$ cat config.mk
export PLATFORM = sky130hd
export DESIGN_NAME = text_console_scroll_writer_unit
export DESIGN_NICKNAME = d
export VERILOG_FILES = /design/src/rtl/core/tcsw_pkg.sv /design/src/rtl/core/text_console_scroll_writer_unit.sv /design/src/rtl/core/tcsw_front.sv /design/src/rtl/core/tcsw_cmd_queue.sv /design/src/rtl/core/tcsw_back.sv
export VERILOG_INCLUDE_DIRS = /design/src /design/src/rtl/core
export SDC_FILE = /design/constraint.sdc
export NUM_CORES = 1
export LEC_CHECK = 0
export BUFFER_PORTS_ARGS = -buffer_cell sky130_fd_sc_hd__buf_2
export CORE_MARGIN = 2
export CORE_UTILIZATION = 65
export DETAILED_ROUTE_END_ITERATION = 8
export PLACE_DENSITY_LB_ADDON = 0.12
export RECOVER_POWER = 100
export SLEW_MARGIN = 20
export SYNTH_ARGS = -nofsm -noshare
export SYNTH_HDL_FRONTEND = slang
export SYNTH_SLANG_ARGS = --single-unit
$ cat constraint.sdc
create_clock -name i_clk -period 6.4 [get_ports i_clk]
set_clock_uncertainty 0.2 [all_clocks]
set_input_delay 1.28 -clock i_clk [delete_from_list [all_inputs] [get_ports i_clk]]
set_output_delay 1.28 -clock i_clk [all_outputs]
set_load 0.05 [all_outputs]
$ cat src/rtl/core/text_console_scroll_writer_unit_defines.svh
// Assertion macros used by the console writer sequencer (tcsw_back).
`ifndef TEXT_CONSOLE_SCROLL_WRITER_UNIT_DEFINES_SVH
`define TEXT_CONSOLE_SCROLL_WRITER_UNIT_DEFINES_SVH

// A condition that must hold at every clock edge outside reset.
`define TCSW_ASSERT_INV(lbl, cond) \
    lbl: assert property (@(posedge i_clk) disable iff (!i_rst_n) (cond)) \
        else $error("console writer invariant violated");

// An implication checked at every clock edge outside reset.
`define TCSW_ASSERT_IMP(lbl, ante, cons) \
    lbl: assert property (@(posedge i_clk) disable iff (!i_rst_n) (ante) |-> (cons)) \
        else $error("console writer implication violated");

`endif

$ cat src/rtl/core/tcsw_pkg.sv
// Shared types, codes and constants of the text console writer.
package tcsw_pkg;

    localparam int DEF_COLUMNS     = 80;
    localparam int DEF_LAST_ROW    = 24;
    localparam int DEF_MEM_BYTES   = 16384;
    localparam int DEF_QUEUE_DEPTH = 4;

    localparam int COL_W  = 7;
    localparam int ROW_W  = 5;
    localparam int OFF_W  = 14;
    localparam int SUM_W  = OFF_W + 1;
    localparam int LIN_W  = COL_W + ROW_W;
    localparam int CELL_BYTES = 2;

    localparam logic [7:0] CHAR_NUL   = 8'h00;
    localparam logic [7:0] CHAR_BS    = 8'h08;
    localparam logic [7:0] CHAR_LF    = 8'h0A;
    localparam logic [7:0] CHAR_CR    = 8'h0D;
    localparam logic [7:0] CHAR_ESC   = 8'h1B;
    localparam logic [7:0] CHAR_SPACE = 8'h20;
    localparam logic [7:0] CHAR_DEL   = 8'h7F;

    typedef enum logic [1:0] {
        OP_CELL = 2'd0,
        OP_FILL = 2'd1,
        OP_REG  = 2'd2
    } t_op;

    typedef enum logic [1:0] {
        REG_START_HI = 2'd0,
        REG_START_LO = 2'd1,
        REG_CUR_HI   = 2'd2,
        REG_CUR_LO   = 2'd3
    } t_reg;

    typedef enum logic [2:0] {
        KIND_PRINT,
        KIND_CR,
        KIND_LF,
        KIND_DEL,
        KIND_BS
    } t_kind;

    typedef enum logic [3:0] {
        ST_IDLE,
        ST_ACT,
        ST_SCR_START,
        ST_SCR_FILL,
        ST_SCR_HI,
        ST_SCR_LO,
        ST_ADDR_LIN,
        ST_ADDR_REL,
        ST_ADDR_ABS,
        ST_CELL,
        ST_DEL_CELL,
        ST_CUR_LO,
        ST_CUR_HI
    } t_bst;

    typedef struct packed {
        t_kind      kind;
        logic [7:0] ch;
    } t_cmd;

    typedef struct packed {
        t_op              op;
        logic [OFF_W-1:0] offset;
        t_reg             sel;
        logic [7:0]       data;
        logic             last;
    } t_result;

    // Letters that close an escape sequence.
    function automatic logic ends_escape(input logic [7:0] c);
        logic hit;
        case (c) inside
            "H", "A", "B", "C", "D", "J", "P", "m", "h", "l", "I", "O": hit = 1'b1;
            default: hit = 1'b0;
        endcase
        return hit;
    endfunction

endpackage

$ cat src/rtl/core/text_console_scroll_writer_unit.sv
// Top level of the text console writer: input stage, command queue and sequencer.
//
// Input: one console byte per beat on the s channel (tdata bits 7:0). NUL bytes
// and escape sequences up to their closing letter are swallowed without output.
// Output: one display action per beat on the m channel; tuser holds the action
// kind (0 cell write, 1 row fill with spaces, 2 CRTC register write) and the
// CRTC register select, tdata holds the memory offset and the data byte, and
// tlast marks the final beat caused by one input byte.
// The input side classifies bytes at one per cycle into a small command queue,
// so it keeps accepting while the sequencer or the output is busy.
// Per byte the sequencer takes the command, decodes it, works out the cell
// address (a multiply, then two ring reductions) and emits its output beats;
// the worst case (wrap scroll plus line-feed scroll) gives eight beats.
// Reset puts the cursor at row 0, column 0, the screen start at offset 0 and
// empties the queue. When the receiver holds tready low the output register
// keeps its beat and the sequencer waits; input is stalled only once the
// queue is full.
module text_console_scroll_writer_unit #(
    parameter int COLUMNS     = tcsw_pkg::DEF_COLUMNS,
    parameter int LAST_ROW    = tcsw_pkg::DEF_LAST_ROW,
    parameter int MEM_BYTES   = tcsw_pkg::DEF_MEM_BYTES,
    parameter int QUEUE_DEPTH = tcsw_pkg::DEF_QUEUE_DEPTH
) (
    input  logic        i_clk,
    input  logic        i_rst_n,
    input  logic        i_s_tvalid,
    output logic        o_s_tready,
    input  logic [7:0]  i_s_tdata,   // [7:0] char_in
    output logic        o_m_tvalid,
    input  logic        i_m_tready,
    output logic [23:0] o_m_tdata,   // [13:0] mem_offset, [21:14] data_byte, [23:22] zero
    output logic [3:0]  o_m_tuser,   // [1:0] op, [3:2] reg_select
    output logic        o_m_tlast
);

    logic              push_valid;
    logic              push_ready;
    tcsw_pkg::t_cmd    push_cmd;
    logic              pop_valid;
    logic              pop_ready;
    tcsw_pkg::t_cmd    pop_cmd;
    tcsw_pkg::t_result res;

    tcsw_front u_front (
        .i_clk        (i_clk),
        .i_rst_n      (i_rst_n),
        .i_valid      (i_s_tvalid),
        .o_ready      (o_s_tready),
        .i_char       (i_s_tdata),
        .o_push_valid (push_valid),
        .i_push_ready (push_ready),
        .o_push_cmd   (push_cmd)
    );

    tcsw_cmd_queue #(
        .DEPTH (QUEUE_DEPTH)
    ) u_queue (
        .i_clk        (i_clk),
        .i_rst_n      (i_rst_n),
        .i_push_valid (push_valid),
        .o_push_ready (push_ready),
        .i_push_cmd   (push_cmd),
        .o_pop_valid  (pop_valid),
        .i_pop_ready  (pop_ready),
        .o_pop_cmd    (pop_cmd)
    );

    tcsw_back #(
        .COLUMNS   (COLUMNS),
        .LAST_ROW  (LAST_ROW),
        .MEM_BYTES (MEM_BYTES)
    ) u_back (
        .i_clk       (i_clk),
        .i_rst_n     (i_rst_n),
        .i_cmd_valid (pop_valid),
        .o_cmd_ready (pop_ready),
        .i_cmd       (pop_cmd),
        .o_res_valid (o_m_tvalid),
        .i_res_ready (i_m_tready),
        .o_res       (res)
    );

    assign o_m_tdata = {2'b00, res.data, res.offset};
    assign o_m_tuser = {res.sel, res.op};
    assign o_m_tlast = res.last;

endmodule

$ cat src/rtl/core/tcsw_front.sv
// Input stage: drops NUL bytes and escape sequences and classifies the rest.
module tcsw_front (
    input  logic             i_clk,
    input  logic             i_rst_n,
    input  logic             i_valid,
    output logic             o_ready,
    input  logic [7:0]       i_char,
    output logic             o_push_valid,
    input  logic             i_push_ready,
    output tcsw_pkg::t_cmd   o_push_cmd
);

    logic r_esc;
    logic n_esc;
    logic keep;
    logic accept;

    assign o_ready = i_push_ready;
    assign accept  = i_valid && i_push_ready;

    always_comb begin
        n_esc = r_esc;
        keep  = 1'b0;
        if (accept) begin
            if (r_esc) begin
                if (tcsw_pkg::ends_escape(i_char)) begin
                    n_esc = 1'b0;
                end
            end else if (i_char == tcsw_pkg::CHAR_ESC) begin
                n_esc = 1'b1;
            end else if (i_char != tcsw_pkg::CHAR_NUL) begin
                keep = 1'b1;
            end
        end
    end

    always_comb begin
        o_push_cmd.ch = i_char;
        unique case (i_char)
            tcsw_pkg::CHAR_CR:  o_push_cmd.kind = tcsw_pkg::KIND_CR;
            tcsw_pkg::CHAR_LF:  o_push_cmd.kind = tcsw_pkg::KIND_LF;
            tcsw_pkg::CHAR_DEL: o_push_cmd.kind = tcsw_pkg::KIND_DEL;
            tcsw_pkg::CHAR_BS:  o_push_cmd.kind = tcsw_pkg::KIND_BS;
            default:            o_push_cmd.kind = tcsw_pkg::KIND_PRINT;
        endcase
    end

    assign o_push_valid = keep;

    always_ff @(posedge i_clk) begin
        if (!i_rst_n) begin
            r_esc <= 1'b0;
        end else begin
            r_esc <= n_esc;
        end
    end

endmodule

$ cat src/rtl/core/tcsw_cmd_queue.sv
// Small command queue between the classifying front and the executing back.
module tcsw_cmd_queue #(
    parameter int DEPTH = tcsw_pkg::DEF_QUEUE_DEPTH
) (
    input  logic           i_clk,
    input  logic           i_rst_n,
    input  logic           i_push_valid,
    output logic           o_push_ready,
    input  tcsw_pkg::t_cmd i_push_cmd,
    output logic           o_pop_valid,
    input  logic           i_pop_ready,
    output tcsw_pkg::t_cmd o_pop_cmd
);

    localparam int PTR_W = (DEPTH > 1) ? $clog2(DEPTH) : 1;
    localparam int CNT_W = $clog2(DEPTH + 1);
    localparam logic [PTR_W-1:0] PTR_LAST = PTR_W'(DEPTH - 1);
    localparam logic [CNT_W-1:0] CNT_FULL = CNT_W'(DEPTH);

    tcsw_pkg::t_cmd   r_mem [DEPTH];
    logic [PTR_W-1:0] r_wr;
    logic [PTR_W-1:0] r_rd;
    logic [CNT_W-1:0] r_cnt;
    logic             push;
    logic             pop;

    assign o_push_ready = (r_cnt != CNT_FULL);
    assign o_pop_valid  = (r_cnt != '0);
    assign o_pop_cmd    = r_mem[r_rd];
    assign push         = i_push_valid && o_push_ready;
    assign pop          = o_pop_valid && i_pop_ready;

    always_ff @(posedge i_clk) begin
        if (!i_rst_n) begin
            r_wr  <= '0;
            r_rd  <= '0;
            r_cnt <= '0;
        end else begin
            if (push) begin
                r_wr <= (r_wr == PTR_LAST) ? '0 : r_wr + PTR_W'(1);
            end
            if (pop) begin
                r_rd <= (r_rd == PTR_LAST) ? '0 : r_rd + PTR_W'(1);
            end
            if (push && !pop) begin
                r_cnt <= r_cnt + CNT_W'(1);
            end else if (pop && !push) begin
                r_cnt <= r_cnt - CNT_W'(1);
            end
        end
    end

    always_ff @(posedge i_clk) begin
        if (push) begin
            r_mem[r_wr] <= i_push_cmd;
        end
    end

endmodule

$ cat src/rtl/core/tcsw_back.sv
// Execution sequencer: cursor, line wrap, scrolling and result generation.
`include "text_console_scroll_writer_unit_defines.svh"

module tcsw_back #(
    parameter int COLUMNS   = tcsw_pkg::DEF_COLUMNS,
    parameter int LAST_ROW  = tcsw_pkg::DEF_LAST_ROW,
    parameter int MEM_BYTES = tcsw_pkg::DEF_MEM_BYTES
) (
    input  logic              i_clk,
    input  logic              i_rst_n,
    input  logic              i_cmd_valid,
    output logic              o_cmd_ready,
    input  tcsw_pkg::t_cmd    i_cmd,
    output logic              o_res_valid,
    input  logic              i_res_ready,
    output tcsw_pkg::t_result o_res
);

    localparam int COL_W = tcsw_pkg::COL_W;
    localparam int ROW_W = tcsw_pkg::ROW_W;
    localparam int OFF_W = tcsw_pkg::OFF_W;
    localparam int SUM_W = tcsw_pkg::SUM_W;
    localparam int LIN_W = tcsw_pkg::LIN_W;

    localparam logic [COL_W-1:0] COLS_C    = COL_W'(COLUMNS);
    localparam logic [ROW_W-1:0] LAST_C    = ROW_W'(LAST_ROW);
    localparam logic [SUM_W-1:0] MEM_C     = SUM_W'(MEM_BYTES);
    localparam logic [SUM_W-1:0] ROW_BYTES = SUM_W'(tcsw_pkg::CELL_BYTES * COLUMNS);
    localparam logic [SUM_W-1:0] FILL_REL  =
        SUM_W'((tcsw_pkg::CELL_BYTES * COLUMNS * LAST_ROW) % MEM_BYTES);
    localparam logic [SUM_W-1:0] CELL_STEP = SUM_W'(tcsw_pkg::CELL_BYTES);

    tcsw_pkg::t_bst    r_state, n_state;
    tcsw_pkg::t_bst    r_scr_ret, n_scr_ret;
    tcsw_pkg::t_bst    r_addr_ret, n_addr_ret;
    tcsw_pkg::t_kind   r_kind, n_kind;
    logic [7:0]        r_char, n_char;
    logic [COL_W-1:0]  r_column, n_column;
    logic [ROW_W-1:0]  r_row, n_row;
    logic [OFF_W-1:0]  r_ss, n_ss;
    logic              r_cur_again, n_cur_again;
    logic [LIN_W-1:0]  r_lin, n_lin;
    logic [OFF_W-1:0]  r_rel, n_rel;
    logic [OFF_W-1:0]  r_addr, n_addr;
    logic              r_res_valid, n_res_valid;
    tcsw_pkg::t_result r_res, n_res;

    logic              can_emit;
    logic              emit;
    tcsw_pkg::t_result e_res;
    logic [SUM_W-1:0]  ss_sum, fill_sum, rel_sum, abs_sum, next_sum;
    logic [OFF_W-1:0]  ss_step, fill_addr, rel_mod, abs_mod, next_addr;

    assign can_emit = !r_res_valid || i_res_ready;

    // Each ring position is reduced by one conditional subtract.
    always_comb begin
        ss_sum    = SUM_W'(r_ss) + ROW_BYTES;
        ss_step   = OFF_W'((ss_sum >= MEM_C) ? ss_sum - MEM_C : ss_sum);
        fill_sum  = SUM_W'(r_ss) + FILL_REL;
        fill_addr = OFF_W'((fill_sum >= MEM_C) ? fill_sum - MEM_C : fill_sum);
        rel_sum   = SUM_W'({r_lin, 1'b0});
        rel_mod   = OFF_W'((rel_sum >= MEM_C) ? rel_sum - MEM_C : rel_sum);
        abs_sum   = SUM_W'(r_ss) + SUM_W'(r_rel);
        abs_mod   = OFF_W'((abs_sum >= MEM_C) ? abs_sum - MEM_C : abs_sum);
        next_sum  = SUM_W'(r_addr) + CELL_STEP;
        next_addr = OFF_W'((next_sum >= MEM_C) ? next_sum - MEM_C : next_sum);
    end

    always_comb begin
        n_state     = r_state;
        n_scr_ret   = r_scr_ret;
        n_addr_ret  = r_addr_ret;
        n_kind      = r_kind;
        n_char      = r_char;
        n_column    = r_column;
        n_row       = r_row;
        n_ss        = r_ss;
        n_cur_again = r_cur_again;
        n_lin       = r_lin;
        n_rel       = r_rel;
        n_addr      = r_addr;
        o_cmd_ready = 1'b0;
        emit        = 1'b0;
        e_res.op     = tcsw_pkg::OP_CELL;
        e_res.offset = '0;
        e_res.sel    = tcsw_pkg::REG_START_HI;
        e_res.data   = '0;
        e_res.last   = 1'b0;

        unique case (r_state)
            tcsw_pkg::ST_IDLE: begin
                o_cmd_ready = 1'b1;
                if (i_cmd_valid) begin
                    n_kind      = i_cmd.kind;
                    n_char      = i_cmd.ch;
                    n_cur_again = 1'b0;
                    n_state     = tcsw_pkg::ST_ACT;
                    // Deferred wrap of a line that was filled by the previous byte.
                    if (r_column >= COLS_C) begin
                        n_column = '0;
                        if (r_row <= LAST_C) begin
                            if (r_row < LAST_C) begin
                                n_row = r_row + ROW_W'(1);
                            end else begin
                                n_state   = tcsw_pkg::ST_SCR_START;
                                n_scr_ret = tcsw_pkg::ST_ACT;
                            end
                        end
                    end
                end
            end
            tcsw_pkg::ST_ACT: begin
                n_state    = tcsw_pkg::ST_ADDR_LIN;
                n_addr_ret = tcsw_pkg::ST_CUR_LO;
                unique case (r_kind)
                    tcsw_pkg::KIND_CR: begin
                        n_column = '0;
                    end
                    tcsw_pkg::KIND_LF: begin
                        n_column = '0;
                        if (r_row < LAST_C) begin
                            n_row = r_row + ROW_W'(1);
                        end else begin
                            n_state   = tcsw_pkg::ST_SCR_START;
                            n_scr_ret = tcsw_pkg::ST_ADDR_LIN;
                        end
                    end
                    tcsw_pkg::KIND_DEL: begin
                        if (r_column != '0) begin
                            n_column   = r_column - COL_W'(1);
                            n_addr_ret = tcsw_pkg::ST_DEL_CELL;
                        end
                    end
                    tcsw_pkg::KIND_BS: begin
                        if (r_column != '0) begin
                            n_column    = r_column - COL_W'(1);
                            n_cur_again = 1'b1;
                        end
                    end
                    default: begin
                        n_addr_ret = tcsw_pkg::ST_CELL;
                    end
                endcase
            end
            tcsw_pkg::ST_SCR_START: begin
                n_ss    = ss_step;
                n_state = tcsw_pkg::ST_SCR_FILL;
            end
            tcsw_pkg::ST_SCR_FILL: begin
                if (can_emit) begin
                    emit         = 1'b1;
                    e_res.op     = tcsw_pkg::OP_FILL;
                    e_res.offset = fill_addr;
                    e_res.data   = tcsw_pkg::CHAR_SPACE;
                    n_state      = tcsw_pkg::ST_SCR_HI;
                end
            end
            tcsw_pkg::ST_SCR_HI: begin
                if (can_emit) begin
                    emit       = 1'b1;
                    e_res.op   = tcsw_pkg::OP_REG;
                    e_res.sel  = tcsw_pkg::REG_START_HI;
                    e_res.data = 8'(r_ss[OFF_W-1:9]);
                    n_state    = tcsw_pkg::ST_SCR_LO;
                end
            end
            tcsw_pkg::ST_SCR_LO: begin
                if (can_emit) begin
                    emit       = 1'b1;
                    e_res.op   = tcsw_pkg::OP_REG;
                    e_res.sel  = tcsw_pkg::REG_START_LO;
                    e_res.data = r_ss[8:1];
                    n_state    = r_scr_ret;
                end
            end
            tcsw_pkg::ST_ADDR_LIN: begin
                n_lin   = LIN_W'(r_row) * LIN_W'(COLS_C) + LIN_W'(r_column);
                n_state = tcsw_pkg::ST_ADDR_REL;
            end
            tcsw_pkg::ST_ADDR_REL: begin
                n_rel   = rel_mod;
                n_state = tcsw_pkg::ST_ADDR_ABS;
            end
            tcsw_pkg::ST_ADDR_ABS: begin
                n_addr  = abs_mod;
                n_state = r_addr_ret;
            end
            tcsw_pkg::ST_CELL: begin
                if (can_emit) begin
                    emit         = 1'b1;
                    e_res.op     = tcsw_pkg::OP_CELL;
                    e_res.offset = r_addr;
                    e_res.data   = r_char;
                    n_column     = r_column + COL_W'(1);
                    // The cursor lands on the next cell of the ring.
                    n_addr       = next_addr;
                    n_state      = tcsw_pkg::ST_CUR_LO;
                end
            end
            tcsw_pkg::ST_DEL_CELL: begin
                if (can_emit) begin
                    emit         = 1'b1;
                    e_res.op     = tcsw_pkg::OP_CELL;
                    e_res.offset = r_addr;
                    e_res.data   = tcsw_pkg::CHAR_SPACE;
                    n_cur_again  = 1'b1;
                    n_state      = tcsw_pkg::ST_CUR_LO;
                end
            end
            tcsw_pkg::ST_CUR_LO: begin
                if (can_emit) begin
                    emit       = 1'b1;
                    e_res.op   = tcsw_pkg::OP_REG;
                    e_res.sel  = tcsw_pkg::REG_CUR_LO;
                    e_res.data = r_addr[8:1];
                    n_state    = tcsw_pkg::ST_CUR_HI;
                end
            end
            tcsw_pkg::ST_CUR_HI: begin
                if (can_emit) begin
                    emit       = 1'b1;
                    e_res.op   = tcsw_pkg::OP_REG;
                    e_res.sel  = tcsw_pkg::REG_CUR_HI;
                    e_res.data = 8'(r_addr[OFF_W-1:9]);
                    e_res.last = !r_cur_again;
                    if (r_cur_again) begin
                        n_cur_again = 1'b0;
                        n_state     = tcsw_pkg::ST_CUR_LO;
                    end else begin
                        n_state = tcsw_pkg::ST_IDLE;
                    end
                end
            end
            default: begin
                n_state = tcsw_pkg::ST_IDLE;
            end
        endcase
    end

    always_comb begin
        n_res       = r_res;
        n_res_valid = r_res_valid;
        if (emit) begin
            n_res       = e_res;
            n_res_valid = 1'b1;
        end else if (i_res_ready) begin
            n_res_valid = 1'b0;
        end
    end

    assign o_res_valid = r_res_valid;
    assign o_res       = r_res;

    always_ff @(posedge i_clk) begin
        if (!i_rst_n) begin
            r_state     <= tcsw_pkg::ST_IDLE;
            r_scr_ret   <= tcsw_pkg::ST_ACT;
            r_addr_ret  <= tcsw_pkg::ST_CUR_LO;
            r_column    <= '0;
            r_row       <= '0;
            r_ss        <= '0;
            r_cur_again <= 1'b0;
            r_res_valid <= 1'b0;
        end else begin
            r_state     <= n_state;
            r_scr_ret   <= n_scr_ret;
            r_addr_ret  <= n_addr_ret;
            r_column    <= n_column;
            r_row       <= n_row;
            r_ss        <= n_ss;
            r_cur_again <= n_cur_again;
            r_res_valid <= n_res_valid;
        end
    end

    always_ff @(posedge i_clk) begin
        r_kind <= n_kind;
        r_char <= n_char;
        r_lin  <= n_lin;
        r_rel  <= n_rel;
        r_addr <= n_addr;
        r_res  <= n_res;
    end

    `TCSW_ASSERT_INV(a_column_range, r_column <= COLS_C)
    `TCSW_ASSERT_INV(a_row_range, r_row <= LAST_C)
    `TCSW_ASSERT_INV(a_start_range, SUM_W'(r_ss) < MEM_C)
    `TCSW_ASSERT_IMP(a_last_is_cursor_hi, r_res_valid && r_res.last, r_res.op == tcsw_pkg::OP_REG && r_res.sel == tcsw_pkg::REG_CUR_HI)

endmodule
Word-level counts from Yosys, hierarchy flattened. Memories as Yosys holds them, arrays and structs flattened. A register that Yosys moved wholly into a read port is not among the register bits. Cells that the tools add are included.

Flip-flop bits (word level): 113. Memory bits (writable): 44. Word-level logic and storage cells: 217. Bits of input ports: 12. Output and inout bits: 31. Memories: 1.

Reductions and logical operators: 36. $mul: 1. Equality and inequality tests: 54. $lt $le $gt $ge: 7. Multiplexer cells: 82. $add $sub $neg: 16.

Memory list: u_queue.r_mem (depth 4, width 11, rd ports 1, clocked after memory_dff 1, write ports 1, RTL line tcsw_cmd_queue.sv:20) `tcsw_pkg::t_cmd r_mem [DEPTH];`.

Operator list (number): 8-bit by 7-bit equality test with 1-bit output, second input constant (13); 14-bit two-way mux (6); 4-bit two-way mux (17); 15-bit >= comparator, second input constant (4); 14-bit case mux with 2 select lines (2); 14-bit by 1-bit subtractor with 14-bit output, second input constant (4); 4-bit case mux with 12 select lines (1); 8-bit case mux with 6 select lines (1); 5-bit two-way mux (6); 7-bit two-way mux (4); 8-bit by 4-bit equality test with 1-bit output, second input constant (3); 2-bit by 1-bit inequality test with 1-bit output, second input constant (12); 1-bit two-way mux (23); 7-bit case mux with 3 select lines (1); 4-bit equality test, second input constant (5); 4-bit by 3-bit equality test with 1-bit output, second input constant (4); 4-bit case mux with 2 select lines (2); 14-bit by 12-bit adder with 15-bit output, second input constant (1); 14-bit by 13-bit adder with 15-bit output (1); 14-bit by 2-bit adder with 15-bit output, second input constant (1); 14-bit by 8-bit adder with 15-bit output, second input constant (1); 15-bit two-way mux (1); 7-bit case mux with 2 select lines (1); 7-bit AND reduction (2); 50 further kinds (80).

Longest topological paths before layout. Gate-level depths: netlist (run 1).

Word-level depth: 10. Depth in mapped cells: 10.

Cells and area by module. From an unflattened synthesis (run 1), not the netlist that was laid out.

Cell total of the unflattened synthesis: 687. Area total of the unflattened synthesis: 7933.9 um2.

By module, submodules not included: tcsw_back (sequential area each 2842.7 um2, cells each 536, instances 1, area an instance 5574.1 um2); tcsw_cmd_queue (sequential area each 1501.4 um2, cells each 108, instances 1, area an instance 2063.2 um2); tcsw_front (sequential area each 20.0 um2, cells each 40, instances 1, area an instance 277.8 um2); text_console_scroll_writer_unit (sequential area each 0.0 um2, cells each 3, instances 1, area an instance 18.8 um2).

Least setup slack after synthesis (run 1). Ideal clock, no wire load.

Kind: input to register. Start point: in i_s_tdata[1]. End point: reg u_queue.r_cnt[2]. Data required time: 6.130 ns. Arrival time: 3.295 ns. Stages: 9. Path buffers: 1. Slack: 2.835 ns. Library setup time: 0.070 ns. Cells stage by stage: clkbuf_1 > nor3_1 > nor4b_2 > ha_1 > inv_1 > fa_1 > xor2_1 > or3_1 > a21oi_1.

Longest elaborated chain between the ends: 9. Elaborated cells between the ends (all ways): 12. Classes of those cells: eq/ne: 1; mux: 5; reduce/logical: 6.

Ends and longest elaborated chain: from (decl) (RTL line text_console_scroll_writer_unit.sv:28) `input logic [7:0] i_s_tdata,`; 8-bit nonzero test (RTL line tcsw_front.sv:31) `end else if (i_char != tcsw_pkg::CHAR_NUL) begin`; 1-bit two-way mux (RTL line tcsw_front.sv:31); 1-bit two-way mux * (RTL line tcsw_front.sv:29) `end else if (i_char == tcsw_pkg::CHAR_ESC) begin`; 1-bit two-way mux * (RTL line tcsw_front.sv:25) `if (r_esc) begin`; 1-bit two-way mux * (RTL line tcsw_front.sv:24) `if (accept) begin`; 1-bit logical AND * (RTL line tcsw_cmd_queue.sv:30) `assign push = i_push_valid && o_push_ready;`; named net u_queue.push (RTL line tcsw_cmd_queue.sv:24) `logic push;`; 1-bit logical NOT (RTL line tcsw_cmd_queue.sv:47) `end else if (pop && !push) begin`; 1-bit logical AND (RTL line tcsw_cmd_queue.sv:47); 2-bit nonzero test (no line); to (signal assigned) (RTL line tcsw_cmd_queue.sv:46) `r_cnt <= r_cnt + CNT_W'(1);`; to (signal assigned) (RTL line tcsw_cmd_queue.sv:48) `r_cnt <= r_cnt - CNT_W'(1);`; to (decl) (RTL line tcsw_cmd_queue.sv:23) `logic [CNT_W-1:0] r_cnt;`.

The timed path passes the listed nets; every way through them passes the cells marked *. A chain may end at the register's enable or synchronous reset.

Worst setup path in the final report (run 1).
Start point: in i_s_tdata[4]. End point: reg u_queue.r_cnt[2].

The elaborated chain is that of the path after synthesis.

==> metrics.md, run 1 <==
| Metric | Value |
|---|---|
| Most frequent cells in the layout | `edfxtp_1, nand2_1, nor2_1` |
| Antenna violations before repair | `0` |
| Pwr Total | `3.434 mW` |
| Ports | `43` |
| Final Max Slew Viols | `27` |
| Router iterations before antenna repair | `5` |
| Clock-pin slew on the worst setup and hold paths | `0.06 ns` |
| Final worst path period share | `0.6854` |
| Diodes inserted | `0` |
| H-tree depth | `4` |
| Most common cell after layout, fill and taps aside | `edfxtp_1` |
| Die Wd | `113.4 um` |
| Yosys cell types | `65` |
| Layout area overhead | `9.994%` |
| Largest net degree at the start of global routing | `31` |
| # DRC | `0` |
| First-pass GRT wire length | `26060 um` |
| Root Buffer | `clkbuf_16` |
| Synth warnings | `0` |
| Failing checks | `capacitance limit, slew limit` |
| Final setup violation count | `0` |
| Number of global-route vias before repair | `5125` |
| Crit-path max FO | `12` |
| Post-DRT Antenna Nets | `0` |
| Synth Register Bits | `157` |
| Synth Flop Type | `edfxtp_1` |
| Syn Inst Count | `676` |
| Detailed-route wire length | `15920 um` |
| CP Class | `input pin to flop` |
| Register Area | `4324 um^2` |
| Final #Nets | `757` |
| Clock latency on the worst-skew pair | `0.42 ns` |
| Required time worst endpoint | `6.54 ns` |
| Post-synth EDFFs | `118` |
| CTS tree | `built` |
| PD cells | `401.6 nW/um^2` |
| Unrepaired setup endpoints after global routing | `false` |
| Die Y | `113.4 um` |
| DR vias | `5375` |
| Mapped Area | `7775 um^2` |
| Core box area | `11560 um^2` |
| # rows | `39` |
| Multi-input logic area | `3172 um^2` |
| Total negative setup slack | `0 ns` |
| Worst setup EP type | `flop` |
| Clock Path Buffers | `2` |
| DR WL/cell | `18.40 um` |
| Total GRT Usage | `0.2647` |
| Async S/R FF share, synth | `0` |
| Filler instances | `763` |
| FF-to-FF path depth | `5` |
| Worst-Margin Slew | `2.020 ns` |
| Sink Count | `157` |
| Initial Utilization | `0.6723` |
| CP Launch Type | `input pin` |
| Outcome | `finished, violations left` |
| Rel. slew slack | `-0.3519` |
| Hold Crit Class | `flop to flop` |
| Max cap viols | `1` |
| Layout cell share with drive strength beyond 1 | `0.07341` |
| Hold path cells | `0` |
| Routability Congestion | `0.8691` |
| Post-CTS Setup Inserts | `0` |
| Initial DRC Count | `584` |
| Avg Inst Size Synth | `11.50 um^2` |
| TritonCTS Buffers | `17` |
| Hpwl dp | `11050 um` |
| F_max | `228.0 MHz` |
| DR vias/cell | `6.214` |
| Port Buffers | `39` |
| WHS | `0.2197 ns` |
| Die area | `12850 um^2` |
| CTS Hold Buffers Added | `0` |
| Lkg Pwr | `3.099 nW` |
| Flop2flop setup slack | `2.61 ns` |
| Min Tclk post-route | `4.387 ns` |
| Total gr overflow | `0` |
| Maximum VDD drop | `280.8 uV` |
| Final hold vios | `0` |
| Resize count post-CTS | `0` |
| Register area share after synthesis | `0.5562` |
| Crit path DAT | `4.53 ns` |
==> path summary, 6_finish.rpt <==
| path | startpoint | end |
|---|---|---|
| worst max-delay path | i_s_tdata[4] | u_queue.r_cnt[2]$_SDFFE_PN0P_ |
| worst max register to register | u_back.r_state[0]$_SDFFE_PN0P_ | u_back.r_column[6]$_SDFFE_PN0P_ |
| worst min register to register | u_back.r_lin[8]$_DFFE_PP_ | u_back.r_rel[9]$_DFFE_PP_ |
| worst min-delay path | u_back.r_lin[8]$_DFFE_PP_ | u_back.r_rel[9]$_DFFE_PP_ |
==> stage by stage <==
stage | instance area, um^2 | utilization | worst slack, ns | std cells
floorplan | 7782 | - | 2.835 | 678
global placement | 8023 | 0.6937 | 2.492 | 833
detailed placement | 8023 | 0.6937 | 2.375 | 833
CTS | 8643 | 0.7474 | 2.822 | 865
global route | 8552 | 0.7395 | 1.777 | 865
finish | 8552 | 0.7395 | 2.013 | 865
==> power breakdown <==
group          internal, mW  switching (mW)  total [mW]
Clock                 0.654           0.405        1.06
Sequential             1.31           0.163        1.47
Combinational         0.288           0.614       0.902
Total                  2.25            1.18        3.43
==> layout make-up <==
type                    count  area share
flip-flops and latches    157      0.5056
multi-input cells         465      0.3709
clock buffers              18     0.05018
clock inverters            14     0.02238
well taps                 143     0.02092
repair buffers             42     0.01858
inverters                  26     0.01141
==> Yosys cell counts (5+ instances only) <==
library cell | n | area, um^2
a21oi_1 | 39 | 195.2
o21ai_0 | 37 | 185.2
o22ai_1 | 5 | 31.28
nand2_1 | 70 | 262.8
xor2_1 | 22 | 192.7
buf_2 | 10 | 50.05
ha_1 | 32 | 400.4
clkbuf_1 | 12 | 45.04
buf_4 | 5 | 37.54
inv_1 | 25 | 93.84
a211oi_1 | 7 | 52.55
a21o_1 | 5 | 37.54
dfxtp_1 | 39 | 780.8
mux4_2 | 11 | 247.7
a22oi_1 | 11 | 82.58
xnor2_1 | 20 | 175.2
edfxtp_1 | 118 | 3543
nand2b_1 | 7 | 43.79
and2_1 | 11 | 68.82
or3_1 | 6 | 37.54
nor4_1 | 5 | 31.28
nand3_1 | 11 | 55.05
nor2b_1 | 5 | 31.28
mux2i_1 | 11 | 110.1
nor3_1 | 16 | 80.08
nor2_1 | 61 | 229.0
nand4_1 | 9 | 56.30
==> worst max-delay path, stage by stage <==
cell and delay (ns):
clkbuf_1 0.37, nor4_1 0.12, nand2_1 0.13, nor3_1 0.06, nor4b_1 1.11, ha_1 0.37
inv_1 0.07, fa_1 0.37, xor2_1 0.16, or3_1 0.33, a21oi_1 0.14
==> registers in the layout (all words and copies together), names as in the netlist, 2 cells and up <==
| name | flops |
|---|---|
| u_queue.r_mem | 44 |
| u_back.r_ss | 9 |
| u_queue.r_rd | 2 |
| u_back.r_addr_ret | 2 |
| u_back.r_char | 8 |
| u_queue.r_cnt | 3 |
| u_back.o_res | 26 |
| u_back.r_row | 5 |
| u_back.r_kind | 3 |
| u_back.r_rel | 12 |
| u_back.r_state | 4 |
| u_queue.r_wr | 2 |
| u_back.r_scr_ret | 2 |
| u_back.r_lin | 12 |
| u_back.r_addr | 13 |
| u_back.r_column | 7 |
==> cell families after synthesis <==
kind of cell,count (synthesis),share of synthesized area
xor gates and xnor gates,42,0.04731
DFF,157,0.5562
AOI/OAI and AO/OA,142,0.1175
muxes,22,0.04603
adders and majority gates,36,0.06180
buffers and inverters,56,0.03299
and+or+nand+nor,220,0.1378
other,1,0.0004823
==> routing by layer <==
metal,global-route usage,vias up,share of wire
li1,-,2558,-
met1,0.3521,2560,0.42
met2,0.4275,229,0.49
met3,0.06376,28,0.064
met4,0.1008,0,0.021
met5,0,-,0
Power figures use the tool's default switching activity.
==> inputs of run 2 (changes only) <==
--- a/config.mk
+++ b/config.mk
@@ -8,7 +8,7 @@
 export LEC_CHECK = 0
 export BUFFER_PORTS_ARGS = -buffer_cell sky130_fd_sc_hd__buf_2
 export CORE_MARGIN = 2
-export CORE_UTILIZATION = 65
+export CORE_UTILIZATION = 61
 export DETAILED_ROUTE_END_ITERATION = 8
 export PLACE_DENSITY_LB_ADDON = 0.12
 export RECOVER_POWER = 100
==> constraint.sdc (replaced) <==
create_clock -name i_clk -period 4.15 [get_ports i_clk]
set_clock_uncertainty 0.2 [all_clocks]
set_input_delay 0.83 -clock i_clk [delete_from_list [all_inputs] [get_ports i_clk]]
set_output_delay 0.83 -clock i_clk [all_outputs]
set_load 0.05 [all_outputs]
==> metrics.md, run 2 (synthesis gave the netlist of run 1 again) <==
| Metric | Value |
|---|---|
| Clock-pin slew on the worst setup and hold paths | `0.06 ns (about the same)` |
| Most common cell after layout, fill and taps aside | `edfxtp_1` |
| P_sw | `1.782 mW (+51%)` |
| Met1 WL | `6840 um (+1.4%)` |
| Cell internal pwr | `3.275 mW (+45%)` |
| Filler instances | `981 (+29%)` |
| WHS | `0.2205 ns (+0.0007880 ns)` |
| Met2 WL | `7776 um (-0.35%)` |
| DR vias | `5384 (+0.17%)` |
| DR WL/cell | `17.72 um (-3.7%)` |
| Largest net degree at the start of global routing | `31 (unchanged)` |
| Resize count post-CTS | `0 (unchanged)` |
| Router iterations before antenna repair | `6 (+1)` |
| Final worst path period share | `0.7937` |
| Flop2flop setup slack | `0.86 ns (-1.75 ns)` |
| Final #Nets | `760 (+0.40%)` |
| First-pass GRT wire length | `25320 um (-2.8%)` |
| Crit-path max FO | `22 (+10)` |
| Routability Congestion | `0.9116 (+4.9%)` |
| Die Wd | `116.9 um (+3.1%)` |
| CTS tree | `built` |
| Unrepaired setup endpoints after global routing | `false` |
| Top Layer Used | `met4` |
| FF-to-FF Start | `u_back.r_state[0]$_SDFFE_PN0P_` |
| Total gr overflow | `0 (unchanged)` |
| Multi-input logic area | `3159 um^2 (-0.39%)` |
| Clock power frac | `0.276 (-0.032)` |
| PD cells | `594.6 nW/um^2 (+48%)` |
| Lkg Pwr | `3.055 nW (-1.4%)` |
| Max incr delay on CP | `0.88 ns (-0.23 ns)` |
| DR vias/cell | `6.002 (-3.4%)` |
| Final Max Slew Viols | `0 (-100%)` |
| Diodes inserted | `0 (unchanged)` |
| Detailed-route wire length | `15900 um (-0.14%)` |
| Layout Cells excl Fill | `897 (+3.7%)` |
| Most frequent cells in the layout | `edfxtp_1, nand2_1, nor2_1` |
| Hold path cells | `0 (unchanged)` |
| Register Area | `4324 um^2 (unchanged)` |
| Ports | `43 (unchanged)` |
| Initial DRC Count | `463 (-21%)` |
| Hold Crit Class | `flop to flop` |
| Hold Path Sink | `u_back.r_rel[3]$_DFFE_PP_` |
| CTS Hold Buffers Added | `0 (unchanged)` |
| Placed cell count | `865 (+3.8%)` |
| Clock Path Buffers | `2 (unchanged)` |
| Sw frac | `0.3524 (+0.008148)` |
| Antenna violations before repair | `0 (unchanged)` |
| Final setup violation count | `0 (unchanged)` |
| CP top delay family | `simple AND/OR/NAND/NOR gates` |
| Crit path DAT | `3.41 ns (-1.12 ns)` |
| Register share of total power | `0.448 (+0.019)` |
| Max cap viols | `0 (-1)` |
| Critical path, cell by cell | `nand3_1 > nor2_4 > o221a_2 > a21oi_1 > a311oi_1` |
| Met3 routed WL | `873 um (-15%)` |
| Worst-Margin Slew | `1.282 ns (-0.7380 ns)` |
| F_max | `303.6 MHz` |
| Worst r2r dst | `u_back.r_column[6]$_SDFFE_PN0P_` |
| TritonCTS Buffers | `17 (unchanged)` |
| Maximum VDD drop | `325.6 uV (+16%)` |
| CP Launch Type | `flop` |
| Required time worst endpoint | `4.27 ns (-2.27 ns)` |
| Post-CTS Setup Inserts | `0 (unchanged)` |
| Slowest library cell on the worst path | `nand3_1` |
| Worst setup EP type | `flop` |
| Rel. slew slack | `0.1451 (+0.4970)` |
| FF-to-FF path depth | `5 (unchanged)` |
| Port Buffers | `39 (unchanged)` |
| Layout cell share with drive strength beyond 1 | `0.06759 (-0.005821)` |
| H-tree depth | `4 (unchanged)` |
| Die area | `13660 um^2 (+6.3%)` |
| Clock latency on the worst-skew pair | `0.43 ns (about the same)` |
| Largest register FFs | `44 (unchanged)` |
| # DRC | `0 (unchanged)` |
| Number of global-route vias before repair | `5108 (-0.33%)` |
| Die Y | `116.9 um (+3.1%)` |
| Comb power frac | `0.276 (+0.013)` |
| # rows | `41 (+5.1%)` |
| Total negative setup slack | `0 ns (unchanged)` |
| Initial Utilization | `0.6212 (-0.05114)` |
| Layout area overhead | `9.398%` |
| Core box area | `12520 um^2 (+8.2%)` |
| CP Class | `flop to flop` |
| Post-DRT Antenna Nets | `0 (unchanged)` |
| Final hold vios | `0 (unchanged)` |
| Bufs and invs on worst path | `0 (-2)` |
| Biggest register | `u_queue.r_mem` |
| Outcome | `finished clean` |
| Min Tclk post-route | `3.294 ns` |
| Root Buffer | `clkbuf_16` |
| Total GRT Usage | `0.2470 (-0.01772)` |
| Hold path startpoint | `u_back.r_lin[2]$_DFFE_PP_` |
| Hpwl dp | `11270 um (+1.9%)` |
| Sink Count | `157 (unchanged)` |
[run 2: cell count changes in the layout (fill, tap and decap cells not counted), moves of 2 or more]
cell        delta
and2_0         +2
bufinv_16      -3
clkinvlp_4     +2
clkinv_1       +6
and2_1         -2
inv_6          -2
clkinv_2       -3
buf_2          +2
[run 2: power by group through the flow]
stage	clock (mW)	sequential [mW]	combinational, mW
after floorplan	0	2.44	0.947
after global placement	0	2.28	1.40
after detailed placement	0	2.29	1.43
after CTS	1.41	2.26	1.44
after global routing	1.48	2.31	1.54
final	1.40	2.27	1.40
[run 2: area by class of cell]
type | instances | area share
clock inverters | 14 | 0.01221
inverters | 26 | 0.01147
clock buffers | 18 | 0.05046
multi-input cells | 465 | 0.3714
repair buffers | 45 | 0.02074
well taps | 172 | 0.02530
flip-flops and latches | 157 | 0.5084
[run 2: metal layers]
layer	GRT usage	vias to the layer above
li1	-	2559
met1	0.3251	2612
met2	0.4008	177
met3	0.05252	36
met4	0.1051	0
met5	0	-
[run 2: how the worst max path moves through the flow]
stage | start | to | cells past startpoint
after floorplan | i_s_tdata[1] | u_queue.r_cnt[2]$_SDFFE_PN0P_ | 9
after global placement | i_s_tdata[4] | u_queue.r_cnt[2]$_SDFFE_PN0P_ | 12
after detailed placement | i_s_tdata[4] | u_queue.r_cnt[2]$_SDFFE_PN0P_ | 12
after CTS | u_back.r_state[0]$_SDFFE_PN0P_ | u_back.r_column[6]$_SDFFE_PN0P_ | 5
after global routing | u_back.r_state[0]$_SDFFE_PN0P_ | u_back.r_column[6]$_SDFFE_PN0P_ | 5
final | u_back.r_state[0]$_SDFFE_PN0P_ | u_back.r_column[6]$_SDFFE_PN0P_ | 5
[run 2: worst reg2reg max path, stage by stage (launching register included)]
cell and delay [ns]:
dfxtp_1 0.79, nand3_1 0.88, nor2_4 0.54, o221a_2 0.43, a21oi_1 0.11, a311oi_1 0.25
[run 2: stage by stage]
step / area (um^2) / power, mW / util / setup slack, ns
final: 8506 / 5.057 / 0.6795 / 0.8561
after global placement: 8082 / 3.678 / 0.6456 / 0.9487
after global routing: 8506 / 5.329 / 0.6795 / 0.5908
after detailed placement: 8082 / 3.725 / 0.6456 / 0.8983
after CTS: 8615 / 5.117 / 0.6882 / 1.281
after floorplan: 7782 / 3.384 / - / 1.035
==> inputs of run 3 (changes only) <==
==> constraint.sdc (replaced) <==
create_clock -name i_clk -period 3.3 [get_ports i_clk]
set_clock_uncertainty 0.2 [all_clocks]
set_input_delay 0.66 -clock i_clk [delete_from_list [all_inputs] [get_ports i_clk]]
set_output_delay 0.66 -clock i_clk [all_outputs]
set_load 0.05 [all_outputs]
==> metrics.md, run 3 (synthesis gave the netlist of run 1 again) <==
| Metric | Value |
|---|---|
| CTS tree | `built` |
| Hold Crit Class | `flop to flop` |
| Worst r2r dst | `u_back.r_column[3]$_SDFFE_PN0P_` |
| Clock latency on the worst-skew pair | `0.43 ns (about the same)` |
| FF-to-FF Start | `u_back.r_state[1]$_SDFFE_PN0P_` |
| Detailed-route wire length | `15940 um (+0.31%)` |
| Total GRT Usage | `0.2530 (+0.005983)` |
| Layout area overhead | `10.67%` |
| Die area | `13660 um^2 (unchanged)` |
| Routability Congestion | `0.9306 (+2.1%)` |
| Flop2flop setup slack | `0.46 ns (-0.40 ns)` |
| First-pass GRT wire length | `25890 um (+2.2%)` |
| Final #Nets | `767 (+0.92%)` |
| Hold Path Sink | `u_back.r_rel[2]$_DFFE_PP_` |
| Port Buffers | `39 (unchanged)` |
| Number of global-route vias before repair | `5122 (+0.27%)` |
| Crit path DAT | `3.13 ns (-0.28 ns)` |
| Post-CTS Setup Inserts | `0 (unchanged)` |
| F_max | `336.6 MHz` |
| Layout cell share with drive strength beyond 1 | `0.07787 (+0.01028)` |
| Most frequent cells in the layout | `edfxtp_1, nand2_1, nor2_1` |
| Worst setup EP type | `flop` |
| # DRC | `0 (unchanged)` |
| Unrepaired setup endpoints after global routing | `false` |
| CP Class | `input pin to flop` |
| Total gr overflow | `0 (unchanged)` |
| Die Wd | `116.9 um (unchanged)` |
| Rel. slew slack | `0.2924 (+0.1473)` |
| Required time worst endpoint | `3.45 ns (-0.82 ns)` |
| Resize count post-CTS | `0 (unchanged)` |
| # rows | `41 (unchanged)` |
| PD cells | `759.2 nW/um^2 (+28%)` |
| Router iterations before antenna repair | `6 (unchanged)` |
| FF-to-FF path depth | `6 (+1)` |
| Crit-path max FO | `10 (-55%)` |
| Root Buffer | `clkbuf_16` |
| CTS Hold Buffers Added | `0 (unchanged)` |
| Largest register FFs | `44 (unchanged)` |
| Max cap viols | `0 (unchanged)` |
| Ports | `43 (unchanged)` |
| Clock Path Buffers | `2 (unchanged)` |
| Die Y | `116.9 um (unchanged)` |
| Largest net degree at the start of global routing | `31 (unchanged)` |
| DR vias | `5372 (-0.22%)` |
| Total negative setup slack | `0 ns (unchanged)` |
| Biggest register | `u_queue.r_mem` |
| Core box area | `12520 um^2 (unchanged)` |
| Pwr Total | `6.533 mW (+29%)` |
| Sink Count | `157 (unchanged)` |
| Diodes inserted | `0 (unchanged)` |
| Post-DRT Antenna Nets | `0 (unchanged)` |
| Worst-Margin Slew | `1.060 ns (-0.2222 ns)` |
| Final Max Slew Viols | `0 (unchanged)` |
| DR WL/cell | `17.64 um (-0.47%)` |
| TritonCTS Buffers | `17 (unchanged)` |
| Hpwl dp | `11260 um (about the same)` |
| Maximum VDD drop | `398.2 uV (+22%)` |
| Antenna violations before repair | `0 (unchanged)` |
| Final setup violation count | `0 (unchanged)` |
| Final hold vios | `0 (unchanged)` |
| Final worst path period share | `0.9004` |
| Hold path cells | `0 (unchanged)` |
| CP Launch Type | `input pin` |
| Min Tclk post-route | `2.971 ns` |
| Hold path startpoint | `u_back.r_lin[1]$_DFFE_PP_` |
| Most common cell after layout, fill and taps aside | `edfxtp_1` |
| H-tree depth | `4 (unchanged)` |
| Initial DRC Count | `594 (+28%)` |
| Initial Utilization | `0.6212 (unchanged)` |
| Outcome | `finished clean` |
| Clock-pin slew on the worst setup and hold paths | `0.06 ns (about the same)` |
| Lkg Pwr | `3.127 nW (+2.4%)` |
| DR vias/cell | `5.942 (-1.0%)` |
-- run 3: worst max-delay path by stage --
stage               cells past startpoint                       endpoint                     startpoint
floorplan                              10  u_queue.r_cnt[2]$_SDFFE_PN0P_  u_queue.r_cnt[0]$_SDFFE_PN0P_
global placement                       11  u_queue.r_cnt[2]$_SDFFE_PN0P_                   i_s_tdata[4]
detailed placement                     11  u_queue.r_cnt[2]$_SDFFE_PN0P_                   i_s_tdata[2]
CTS                                    10  u_queue.r_cnt[2]$_SDFFE_PN0P_  u_queue.r_cnt[0]$_SDFFE_PN0P_
global route                            7  u_queue.r_mem[1][6]$_DFFE_PP_                   i_s_tdata[5]
finish                                 11  u_queue.r_cnt[2]$_SDFFE_PN0P_                   i_s_tdata[5]
-- run 3: where the power goes --
group          total [mW]  leakage [nW]  switching, mW  internal (mW)
logic                1.80          1.43           1.23          0.575
registers            2.82          1.41          0.283           2.54
clock network        1.91         0.287          0.779           1.13
total                6.53          3.13           2.29           4.24
-- run 3: cell type report --
type | count | area (um^2)
repair buffers | 52 | 219.0
inverters | 26 | 97.59
well taps | 172 | 215.2
clock inverters | 11 | 103.9
clock buffers | 21 | 483.0
multi-input cells | 465 | 3162
fillers | 990 | 3913
flip-flops and latches | 157 | 4324
-- run 3: worst max-delay path: stages --
cell,delay (ns)
clkbuf_1,0.36
nor2_1,0.15
nand2_1,0.13
nor3_1,0.06
nor4b_2,0.42
ha_1,0.28
inv_1,0.08
fa_1,0.38
xor2_1,0.16
or3_1,0.30
a21oi_1,0.14
-- run 3: per-layer routing --
| layer | GRT usage | vias to the layer above | wire, um |
|---|---|---|---|
| li1 | - | 2577 | - |
| met5 | 0 | - | 0 |
| met2 | 0.4066 | 193 | 7614 |
| met1 | 0.3340 | 2569 | 6900 |
| met4 | 0.09412 | 0 | 393 |
| met3 | 0.06591 | 33 | 1036 |
-- run 3: metrics by stage --
stage	hold slack (ns)	cells	setup slack, ns	util	area, um^2
5_1_grt	0.2250	904	0.2009	0.6874	8605
4_1_cts	0.2186	904	0.4884	0.6967	8721
3_3_place_gp	0.2033	872	0.2848	0.6498	8134
6_report	0.2175	904	0.3287	0.6874	8605
2_1_floorplan	0.2003	678	0.2783	-	7782
3_5_place_dp	0.2045	872	0.1653	0.6498	8134
